==> src/rtl/avg_pkg.sv <==
// ---------------------------------------------------------------------------
// avg_pkg
// Shared types, command codes and constants of the arc vertex generator.
// ---------------------------------------------------------------------------
`default_nettype none

package avg_pkg;

   localparam int MaxSegments = 62;

   // CORDIC start magnitude, 1/K in Q1.30
   localparam logic signed [33:0] CordicGain = 34'sd652032874;
   localparam int CordicSteps = 30;

   // datapath operations
   localparam logic [4:0] OP_NOP          = 5'd0;
   localparam logic [4:0] OP_LOAD         = 5'd1;
   localparam logic [4:0] OP_MUL100       = 5'd2;
   localparam logic [4:0] OP_QLOAD        = 5'd3;
   localparam logic [4:0] OP_SQRT         = 5'd4;
   localparam logic [4:0] OP_MULN         = 5'd5;
   localparam logic [4:0] OP_SEGS         = 5'd6;
   localparam logic [4:0] OP_DIVINIT      = 5'd7;
   localparam logic [4:0] OP_DIV          = 5'd8;
   localparam logic [4:0] OP_CINIT_STEP   = 5'd9;
   localparam logic [4:0] OP_CINIT_START  = 5'd10;
   localparam logic [4:0] OP_CORDIC       = 5'd11;
   localparam logic [4:0] OP_CSTORE_STEP  = 5'd12;
   localparam logic [4:0] OP_CSTORE_START = 5'd13;
   localparam logic [4:0] OP_MULRX        = 5'd14;
   localparam logic [4:0] OP_ROTX         = 5'd15;
   localparam logic [4:0] OP_MULRY        = 5'd16;
   localparam logic [4:0] OP_ROTY         = 5'd17;
   localparam logic [4:0] OP_CENTRE       = 5'd18;
   localparam logic [4:0] OP_VERTEX       = 5'd19;
   localparam logic [4:0] OP_MAC          = 5'd20;
   localparam logic [4:0] OP_ROTUPD       = 5'd21;
   localparam logic [4:0] OP_LOOP         = 5'd22;

   typedef struct packed {
      logic [4:0] op;
      logic [5:0] idx;
   } cmd_type;

   typedef struct packed {
      logic auto_seg;
      logic include_centre;
      logic close_loop;
      logic left_one;
   } status_type;

   // atan(2^-i) in 32-bit turns
   function automatic logic [31:0] atan_turn(input logic [4:0] i);
      logic [31:0] v;
      begin
         unique case (i)
            5'd0: v = 32'h20000000;   5'd1: v = 32'h12E4051E;
            5'd2: v = 32'h09FB385B;   5'd3: v = 32'h051111D4;
            5'd4: v = 32'h028B0D43;   5'd5: v = 32'h0145D7E1;
            5'd6: v = 32'h00A2F61E;   5'd7: v = 32'h00517C55;
            5'd8: v = 32'h0028BE53;   5'd9: v = 32'h00145F2F;
            5'd10: v = 32'h000A2F98;  5'd11: v = 32'h000517CC;
            5'd12: v = 32'h00028BE6;  5'd13: v = 32'h000145F3;
            5'd14: v = 32'h0000A2FA;  5'd15: v = 32'h0000517D;
            5'd16: v = 32'h000028BE;  5'd17: v = 32'h0000145F;
            5'd18: v = 32'h00000A30;  5'd19: v = 32'h00000518;
            5'd20: v = 32'h0000028C;  5'd21: v = 32'h00000146;
            5'd22: v = 32'h000000A3;  5'd23: v = 32'h00000051;
            5'd24: v = 32'h00000029;  5'd25: v = 32'h00000014;
            5'd26: v = 32'h0000000A;  5'd27: v = 32'h00000005;
            5'd28: v = 32'h00000003;  5'd29: v = 32'h00000001;
            default: v = 32'h00000000;
         endcase
         return v;
      end
   endfunction

endpackage

`default_nettype wire

==> src/rtl/avg_controller.sv <==
// ---------------------------------------------------------------------------
// avg_controller
// Sequencer: setup phases, per-vertex loop and iteration counter.
// ---------------------------------------------------------------------------
`default_nettype none

module avg_controller (
   input  wire                  clock,
   input  wire                  reset,
   input  wire                  start,
   input  avg_pkg::status_type  status,
   output avg_pkg::cmd_type     cmd,
   output logic                 busy
);

   localparam logic [4:0] S_IDLE   = 5'd0;
   localparam logic [4:0] S_MUL100 = 5'd1;
   localparam logic [4:0] S_QLOAD  = 5'd2;
   localparam logic [4:0] S_SQRT   = 5'd3;
   localparam logic [4:0] S_MULN   = 5'd4;
   localparam logic [4:0] S_SEGS   = 5'd5;
   localparam logic [4:0] S_DIVINI = 5'd6;
   localparam logic [4:0] S_DIV    = 5'd7;
   localparam logic [4:0] S_CINIA  = 5'd8;
   localparam logic [4:0] S_CORA   = 5'd9;
   localparam logic [4:0] S_CSTA   = 5'd10;
   localparam logic [4:0] S_CINIB  = 5'd11;
   localparam logic [4:0] S_CORB   = 5'd12;
   localparam logic [4:0] S_CSTB   = 5'd13;
   localparam logic [4:0] S_MULRX  = 5'd14;
   localparam logic [4:0] S_ROTX   = 5'd15;
   localparam logic [4:0] S_MULRY  = 5'd16;
   localparam logic [4:0] S_ROTY   = 5'd17;
   localparam logic [4:0] S_CENTRE = 5'd18;
   localparam logic [4:0] S_VERTEX = 5'd19;
   localparam logic [4:0] S_MAC    = 5'd20;
   localparam logic [4:0] S_ROTUPD = 5'd21;
   localparam logic [4:0] S_LOOP   = 5'd22;

   localparam logic [5:0] SqrtLast = 6'd10;
   localparam logic [5:0] DivLast  = 6'd32;
   localparam logic [5:0] CorLast  = 6'(avg_pkg::CordicSteps - 1);
   localparam logic [5:0] MacLast  = 6'd8;

   logic [4:0] state_ff, state_in;
   logic [5:0] cnt_ff, cnt_in;

   always_comb begin
      state_in = state_ff;
      cnt_in   = cnt_ff;
      cmd.op   = avg_pkg::OP_NOP;
      cmd.idx  = cnt_ff;
      unique case (state_ff)
         S_IDLE: begin
            if (start) begin
               cmd.op   = avg_pkg::OP_LOAD;
               state_in = S_MUL100;
            end
         end
         S_MUL100: begin
            cmd.op   = avg_pkg::OP_MUL100;
            state_in = status.auto_seg ? S_QLOAD : S_SEGS;
         end
         S_QLOAD: begin
            cmd.op   = avg_pkg::OP_QLOAD;
            cnt_in   = SqrtLast;
            state_in = S_SQRT;
         end
         S_SQRT: begin
            cmd.op = avg_pkg::OP_SQRT;
            cnt_in = cnt_ff - 6'd1;
            if (cnt_ff == 6'd0) state_in = S_MULN;
         end
         S_MULN: begin
            cmd.op   = avg_pkg::OP_MULN;
            state_in = S_SEGS;
         end
         S_SEGS: begin
            cmd.op   = avg_pkg::OP_SEGS;
            state_in = S_DIVINI;
         end
         S_DIVINI: begin
            cmd.op   = avg_pkg::OP_DIVINIT;
            cnt_in   = DivLast;
            state_in = S_DIV;
         end
         S_DIV: begin
            cmd.op = avg_pkg::OP_DIV;
            cnt_in = cnt_ff - 6'd1;
            if (cnt_ff == 6'd0) state_in = S_CINIA;
         end
         S_CINIA: begin
            cmd.op   = avg_pkg::OP_CINIT_STEP;
            cnt_in   = 6'd0;
            state_in = S_CORA;
         end
         S_CORA: begin
            cmd.op = avg_pkg::OP_CORDIC;
            cnt_in = cnt_ff + 6'd1;
            if (cnt_ff == CorLast) state_in = S_CSTA;
         end
         S_CSTA: begin
            cmd.op   = avg_pkg::OP_CSTORE_STEP;
            state_in = S_CINIB;
         end
         S_CINIB: begin
            cmd.op   = avg_pkg::OP_CINIT_START;
            cnt_in   = 6'd0;
            state_in = S_CORB;
         end
         S_CORB: begin
            cmd.op = avg_pkg::OP_CORDIC;
            cnt_in = cnt_ff + 6'd1;
            if (cnt_ff == CorLast) state_in = S_CSTB;
         end
         S_CSTB: begin
            cmd.op   = avg_pkg::OP_CSTORE_START;
            state_in = S_MULRX;
         end
         S_MULRX: begin
            cmd.op   = avg_pkg::OP_MULRX;
            state_in = S_ROTX;
         end
         S_ROTX: begin
            cmd.op   = avg_pkg::OP_ROTX;
            state_in = S_MULRY;
         end
         S_MULRY: begin
            cmd.op   = avg_pkg::OP_MULRY;
            state_in = S_ROTY;
         end
         S_ROTY: begin
            cmd.op   = avg_pkg::OP_ROTY;
            state_in = status.include_centre ? S_CENTRE : S_VERTEX;
         end
         S_CENTRE: begin
            cmd.op   = avg_pkg::OP_CENTRE;
            state_in = S_VERTEX;
         end
         S_VERTEX: begin
            cmd.op = avg_pkg::OP_VERTEX;
            cnt_in = 6'd0;
            // the final perimeter vertex needs no further rotation
            if (status.left_one) state_in = status.close_loop ? S_LOOP : S_IDLE;
            else                 state_in = S_MAC;
         end
         S_MAC: begin
            cmd.op = avg_pkg::OP_MAC;
            cnt_in = cnt_ff + 6'd1;
            if (cnt_ff == MacLast) state_in = S_ROTUPD;
         end
         S_ROTUPD: begin
            cmd.op   = avg_pkg::OP_ROTUPD;
            state_in = S_VERTEX;
         end
         S_LOOP: begin
            cmd.op   = avg_pkg::OP_LOOP;
            state_in = S_IDLE;
         end
         default: state_in = S_IDLE;
      endcase
   end

   always_ff @(posedge clock) begin
      if (reset) begin
         state_ff <= S_IDLE;
         cnt_ff   <= 6'd0;
      end else begin
         state_ff <= state_in;
         cnt_ff   <= cnt_in;
      end
   end

   assign busy = (state_ff != S_IDLE);

endmodule

`default_nettype wire
==> config.mk <==
export PLATFORM = sky130hd
export DESIGN_NAME = avg_controller
export DESIGN_NICKNAME = d
export VERILOG_FILES = /design/src/rtl/avg_pkg.sv /design/src/rtl/avg_controller.sv
export SDC_FILE = /design/constraint.sdc
export NUM_CORES = 1
export LEC_CHECK = 0
export ABC_AREA = 1
export BUFFER_PORTS_ARGS = -buffer_cell sky130_fd_sc_hd__clkbuf_2
export CAP_MARGIN = 20
export CORE_UTILIZATION = 55
export DETAILED_ROUTE_END_ITERATION = 16
export PLACE_DENSITY = 0.76
export SETUP_SLACK_MARGIN = 0.1
export SLEW_MARGIN = 15
export SYNTH_ARGS = -nofsm -noshare
export SYNTH_HDL_FRONTEND = slang
export SYNTH_SLANG_ARGS = --single-unit
export TNS_END_PERCENT = 10
==> constraint.sdc <==
create_clock -name clock -period 2.9 [get_ports clock]
set_clock_uncertainty 0.1 [all_clocks]
set_input_delay 0.435 -clock clock [delete_from_list [all_inputs] [get_ports clock]]
set_output_delay 0.435 -clock clock [all_outputs]
set_load 0.005 [all_outputs]
==> impl_metrics.py, run 1 <==
metrics = {
    "status": {
        "status": "complete, no violations",
    },
    "die": {
        "coreArea_um2": 1980,
        "io_pins": 19,
        "rows": 16,
        "chipHeight_um": 48.0,
        "die-area_um2": 2310,
        "fp.dieW_um": 48.0,
        "start_util_pct": 58.8,
    },
    "drt": {
        "ant_nets": 0,
        "wl_per_cell_um": 13.7,
        "drcViolationCount": 0,
        "routed_wl_mm": 3.46,
        "num_vias": 1486,
        "via_per_inst": 5.87,
        "firstDrtPassIters": 6,
        "initialDrtViolationCount": 145,
    },
    "yosys": {
        "synth_edf_count": 0,
        "synth_seq_cells": 11,
        "yosysTopAreaCell": "dfxtp_1",
        "synth_top_area_share_pct": 18.9,
        "syn_nets": 215,
        "synth-main-ff-cell": "dfxtp_1",
        "syn_area_um2": 1170,
        "yosys-top-cells-count": "nand2_1 (46), inv_1 (33), nor2_1 (29), nand3_1 (15), a21oi_1 (13)",
        "synth_cell_type_count": 31,
        "synth_seq_area_share_pct": 18.9,
        "async_flop_share_pct": 0,
        "avgSynthCellArea_um2": 5.69,
        "yosysWarnings": 0,
        "yosysMostFrequentCell": "nand2_1",
        "postSynthCellCount": 205,
        "synthTopCellsByArea": "dfxtp_1 (19%), nand2_1 (15%), inv_1 (11%)",
    },
    "power_and_ir_drop": {
        "ir_drop_mv": 0.514,
        "power_density_nw_per_um2": 642,
        "power_uw": 843,
        "power.static_leakage_nw": 0.717,
    },
    "finish": {
        "num-nets-final": 237,
        "drive_gt1_share_pct": 16.4,
        "diodes": 0,
        "area_growth_pct": 12.6,
    },
    "critical_path": {
        "crit_path_start_kind": "flip-flop",
        "crit_start": "state_ff[0]",
        "rr_startpoint": "state_ff[2]",
        "path_max_fanout": 5,
        "slowest_delay_ns": 0.43,
        "critPathSlowestCell": "dfxtp_1",
        "timing.critical_path.cells": "nand2_1 > nor2_1 > inv_1 > nor2_1 > inv_1 > nand2_1 > nor3_1 > o2111ai_1 > clkbuf_2",
        "critPathKind": "flip-flop to output port",
        "worst-endpoint-required_ns": 2.37,
        "r2r-end": "cnt_ff[4]",
        "crit_path_end_kind": "output port",
        "ff2ff_setup_slack_ns": 0.64,
        "r2r_cells": 13,
        "cp_data_arrival_time_ns": 1.85,
    },
    "placement": {
        "place_ws_ns": 0.711,
        "port_buffers": 18,
        "place_hpwl_mm": 2.74,
        "routabilityCongestion": 1.05,
    },
    "timing": {
        "fmax_mhz": 419,
        "setup_tns_ns": 0,
        "worst_slew_pin_slew_ns": 0.340,
        "slew-limit-headroom_pct": 77.2,
        "period_share_pct": 82.3,
        "holdWs_ns": 0.395,
        "finalSetupViolCount": 0,
        "rsz0062_at_grt": "no",
        "hold_viol": 0,
        "setup_slack_ns": 0.512,
        "drv_slew": 0,
        "period_minus_slack_ns": 2.39,
    },
    "global_routing": {
        "use_met2_pct": 50.0,
        "first_global_vias": 1224,
        "grt_overflow": 0,
        "grt_use_met1_pct": 49.7,
        "grt_pass1_wl_mm": 5.52,
        "grt.busiest_layer": "met2",
        "grt_util_met3_pct": 7.17,
        "antenna_found_initial": 0,
        "grtUsageTotal_pct": 33.8,
        "grt_max_degree": 12,
    },
    "clock_tree": {
        "cts_tree": "yes",
        "cts_resized": 0,
        "cts_root_buffer": "clkbuf_4",
        "numCtsBuffers": 3,
        "h-tree-depth": 1,
        "postCtsSetupRepairBufs": 0,
        "clkLatencyLatePin_ns": 0.27,
        "cts_sinks": 11,
        "clockBufferDepth": 2,
        "path_clk_slew_ns": 0.08,
        "cts_hold_buf": 0,
    },
    "worst_hold_path": {
        "hold_class": "input port to flip-flop",
        "holdPathEnd": "cnt_ff[4]",
        "hold_start": "reset",
        "hold_depth": 2,
    },
    "run": {
        "cap_violations": 0,
    },
}
[metal layers]
layer / routed length, µm / up-vias / share of wire [%]
met1: 1470 / 646 / 43
met3: 428 / 11 / 12
met2: 1500 / 109 / 43
met5: 0 / - / 0
li1: - / 720 / -
met4: 55 / 0 / 1.6
[flip-flops by register name, indices dropped and copies added (netlist names)]
signal    count
state_ff      5
cnt_ff        6
[report_power, final]
group          internal, mW  switching, mW
clock                0.0532         0.0549
combinational         0.188          0.322
sequential            0.181         0.0436
[through the flow]
stage / utilization [%] / cells / area, µm²
floorplan: - / 205 / 1170
global placement: 64.9 / 249 / 1290
detailed placement: 64.9 / 249 / 1290
CTS: 66.2 / 253 / 1310
global route: 66.2 / 253 / 1310
finish: 66.2 / 253 / 1310
[final cells by class]
| type | instances | area [µm²] |
|---|---|---|
| fillers | 184 | 669 |
| repair buffers | 18 | 90.1 |
| multi-input cells | 157 | 807 |
| clock buffers | 4 | 26.3 |
| inverters | 36 | 135 |
| well taps | 27 | 33.8 |
| flip-flops and latches | 11 | 220 |
[cell usage in the layout, fill, tap and decap left out, drive strengths merged, types with 7 or more instances in the layout]
master and n:
nand2 49, inv 36, nor2 34, clkbuf 22, nand3 18, a21oi 13
dfxtp 11, nor3 9, nand4 7, o21ai 7
[logic make-up (layout without fill, tap and decap cells)]
logic type	Yosys count	count (layout)	share of synthesized area, %
AOI/OAI and AO/OA	29	29	14.9
xor gates and xnor gates	1	1	0.751
adders and majority gates	3	3	3.22
buffers and inverters	37	58	11.9
DFF	11	11	18.9
and+or+nand+nor	124	124	50.3
[worst max-delay path, delay by kind of cell, from the launching register on]
| kind | cells | cell delay [ns] |
|---|---|---|
| flip-flops | 1 | 0.43 |
| AO/OA/AOI/OAI | 1 | 0.08 |
| AND/OR/NAND/NOR | 5 | 0.70 |
| buffers and inverters | 3 | 0.37 |
[worst max path at each step]
| stage | endpoint | slack (ns) | cells after the start |
|---|---|---|---|
| 3_5_place_dp | cnt_ff[4] | 0.71 | 13 |
| 4_1_cts | cmd[8] | 0.57 | 9 |
| 2_1_floorplan | cnt_ff[4] | 1.02 | 12 |
| 6_report | cmd[8] | 0.51 | 9 |
| 3_3_place_gp | cnt_ff[5] | 0.82 | 12 |
| 5_1_grt | cmd[8] | 0.34 | 9 |
Power figures use the tool's default switching activity.
==> run 2, diff against run 1 <==
--- a/config.mk
+++ b/config.mk
@@ -5,12 +5,12 @@
 export SDC_FILE = /design/constraint.sdc
 export NUM_CORES = 1
 export LEC_CHECK = 0
-export ABC_AREA = 1
+export ABC_AREA = 0
 export BUFFER_PORTS_ARGS = -buffer_cell sky130_fd_sc_hd__clkbuf_2
 export CAP_MARGIN = 20
 export CORE_UTILIZATION = 55
 export DETAILED_ROUTE_END_ITERATION = 16
-export PLACE_DENSITY = 0.76
+export PLACE_DENSITY = 0.75
 export SETUP_SLACK_MARGIN = 0.1
 export SLEW_MARGIN = 15
 export SYNTH_ARGS = -nofsm -noshare
==> constraint.sdc (replaced) <==
create_clock -name clock -period 2.35 [get_ports clock]
set_clock_uncertainty 0.1 [all_clocks]
set_input_delay 0.3525 -clock clock [delete_from_list [all_inputs] [get_ports clock]]
set_output_delay 0.3525 -clock clock [all_outputs]
set_load 0.005 [all_outputs]
==> impl_metrics.py, run 2 <==
metrics = {
    "critical_path": {
        "crit_path_end_kind": "output port",
        "critPathKind": "flip-flop to output port",
        "path_max_fanout": 26,
        "cp_data_arrival_time_ns": 1.83,
        "critPathSlowestCell": "or2_2",
        "crit_path_start_kind": "flip-flop",
        "worst-endpoint-required_ns": 1.90,
        "slowest_delay_ns": 0.39,
        "ff2ff_setup_slack_ns": 0.09,
        "timing.critical_path.cells": "buf_4 > or2_2 > o311ai_0 > a21oi_1 > clkbuf_2",
    },
    "clock_tree": {
        "cts_tree": "yes",
        "clockBufferDepth": 2,
        "clkLatencyLatePin_ns": 0.28,
        "numCtsBuffers": 3,
        "cts_root_buffer": "clkbuf_4",
        "path_clk_slew_ns": 0.07,
        "cts_sinks": 11,
        "h-tree-depth": 1,
    },
    "finish": {
        "num-nets-final": 212,
        "diodes": 0,
        "nFillCells": 210,
        "mostFrequentLayoutCell": "a21oi_1",
        "multi_input_area_um2": 1040,
        "drive_gt1_share_pct": 26.9,
        "final_cell_mix": "a21oi_1 (19), clkbuf_2 (18), nor2_1 (14), buf_4 (13), o21ai_0 (11)",
        "largest_register": "cnt_ff",
        "area_growth_pct": 14.5,
        "largestRegisters": "cnt_ff x6, state_ff x5",
        "instances_no_fill": 229,
        "seqCellArea_um2": 223,
        "largest_reg_flops": 6,
    },
    "drt": {
        "num_vias": 1554,
        "via_per_inst": 6.79,
        "ant_nets": 0,
        "firstDrtPassIters": 5,
        "drcViolationCount": 0,
        "wl_per_cell_um": 17.1,
        "initialDrtViolationCount": 71,
        "routed_wl_mm": 3.92,
    },
    "run": {
        "cap_violations": 0,
    },
    "yosys": {
        "postSynthCellCount": 184,
        "yosys.area_share.simple_pct": 27.9,
        "synthXorXnorAreaFrac_pct": 3.25,
        "yosys-top-cells-count": "a21oi_1 (19), nor2_1 (14), dfxtp_1 (11), o21ai_0 (11)",
        "synth_mux_area_share_pct": 1.49,
        "yosysWarnings": 0,
        "synth_top_family_by_area": "compound AO/OA/AOI/OAI gates",
        "synth_fa_ha_area_share_pct": 2.79,
        "synth-compound-area-share_pct": 40.5,
        "avgSynthCellArea_um2": 7.32,
        "yosysTopAreaCell": "dfxtp_1",
        "yosysMostFrequentCell": "a21oi_1",
        "synth_cell_type_count": 64,
        "async_flop_share_pct": 0,
        "synth-main-ff-cell": "dfxtp_1",
        "syn_area_um2": 1350,
        "synthTopCellsByArea": "dfxtp_1 (16%), a21oi_1 (7.1%), o21ai_0 (4.1%)",
        "synth_seq_cells": 11,
        "syn_nets": 194,
        "synth_top_area_share_pct": 16.3,
        "synth_edf_count": 0,
        "synth_seq_area_share_pct": 16.3,
    },
    "timing": {
        "worst_slew_pin_slew_ns": 0.423,
        "slew-limit-headroom_pct": 71.8,
        "setup_tns_ns": 0,
        "hold_viol": 0,
        "fmax_mhz": 437,
        "period_share_pct": 97.3,
        "rsz0062_at_grt": "yes",
        "finalSetupViolCount": 0,
        "period_minus_slack_ns": 2.29,
        "drv_slew": 0,
    },
    "global_routing": {
        "antenna_found_initial": 0,
        "grt_util_met3_pct": 5.26,
        "grt_pass1_wl_mm": 6.33,
        "use_met2_pct": 53.7,
        "grt.busiest_layer": "met2",
        "grtUsageTotal_pct": 32.1,
        "grt_overflow": 0,
        "first_global_vias": 1338,
        "grt_max_degree": 27,
        "grt_use_met1_pct": 42.4,
    },
    "die": {
        "start_util_pct": 59.8,
        "die-area_um2": 2650,
        "chipHeight_um": 51.5,
        "io_pins": 19,
        "coreArea_um2": 2250,
        "rows": 17,
        "fp.dieW_um": 51.5,
    },
    "worst_hold_path": {
        "hold_class": "input port to flip-flop",
    },
    "power_and_ir_drop": {
        "ir_drop_mv": 0.801,
        "power.static_leakage_nw": 0.599,
        "power_density_nw_per_um2": 1010,
    },
    "placement": {
        "port_buffers": 18,
        "routabilityCongestion": 0.937,
        "dp_cells": 223,
        "place_hpwl_mm": 2.87,
    },
    "status": {
        "status": "complete, no violations",
    },
}
run 2: cell types whose count changed after synthesis, moves of 5 or more:
cell      delta
a21oi_1      +6
clkbuf_1     +9
inv_1       -26
nand2_1     -36
nand3_1      -8
nand4_1      -5
nor2_1      -15
nor2_2       -5
o21ai_0      +6
o22ai_1      +5
run 2: logic make-up after synthesis:
kind of cell | Yosys count
and+or+nand+nor | 66
AOI/OAI and AO/OA | 72
adders and majority gates | 3
buffers and inverters | 25
xor gates and xnor gates | 5
DFF | 11
muxes | 2
run 2: through the flow:
| step | cell area [µm²] | worst slack, ns | util [%] | hold slack, ns | total power [mW] |
|---|---|---|---|---|---|
| 2_1_floorplan | 1360 | 0.105 | - | 0.433 | 1.11 |
| 3_3_place_gp | 1490 | 0.211 | 65.9 | 0.444 | 1.36 |
| 3_5_place_dp | 1490 | 0.0960 | 65.9 | 0.467 | 1.40 |
| 4_1_cts | 1520 | 0.0879 | 67.5 | 0.289 | 1.53 |
| 5_1_grt | 1540 | 0.0153 | 68.4 | 0.305 | 1.67 |
| 6_report | 1540 | 0.0642 | 68.4 | 0.298 | 1.56 |
run 2: layer usage:
metal  up-vias  wire (µm)
met5         -          0
met4         0         36
met3         5        322
met2        76       1890
met1       738       1670
li1        735          -
run 2: final cells by class:
class	count	area share, %
multi-input combinational	148	67.5
clock buffer	4	1.70
timing repair buffer	31	12.2
inverter	7	1.95
sequential	11	14.4
tap	28	2.27
run 2: path summary, 6_finish.rpt:
kind / from / to / cells past startpoint
max: state_ff[2] / cmd[6] / 5
min: reset / state_ff[3] / 2
max reg2reg: state_ff[0] / cnt_ff[4] / 9
min reg2reg: cnt_ff[4] / cnt_ff[4] / 2
run 2: repair_timing:
item,in CTS,in global routing
pin swaps,2,0
hold buffers,0,0
resized for setup,1,4
setup endpoints to repair,3,4
buffers inserted,1,1
run 2: critical path, delay by kind of cell, from the launching register on:
kind / cells / cell delay, ns
and+or+nand+nor: 1 / 0.39
DFF: 1 / 0.34
AOI/OAI and AO/OA: 2 / 0.46
buffers and inverters: 2 / 0.36
run 2: where the power goes:
part	total (mW)	leakage [nW]	switching, mW	internal [mW]
registers	0.332	0.0908	0.0878	0.244
logic	1.09	0.493	0.611	0.483
clock network	0.134	0.0150	0.0680	0.0661
total	1.56	0.599	0.767	0.793
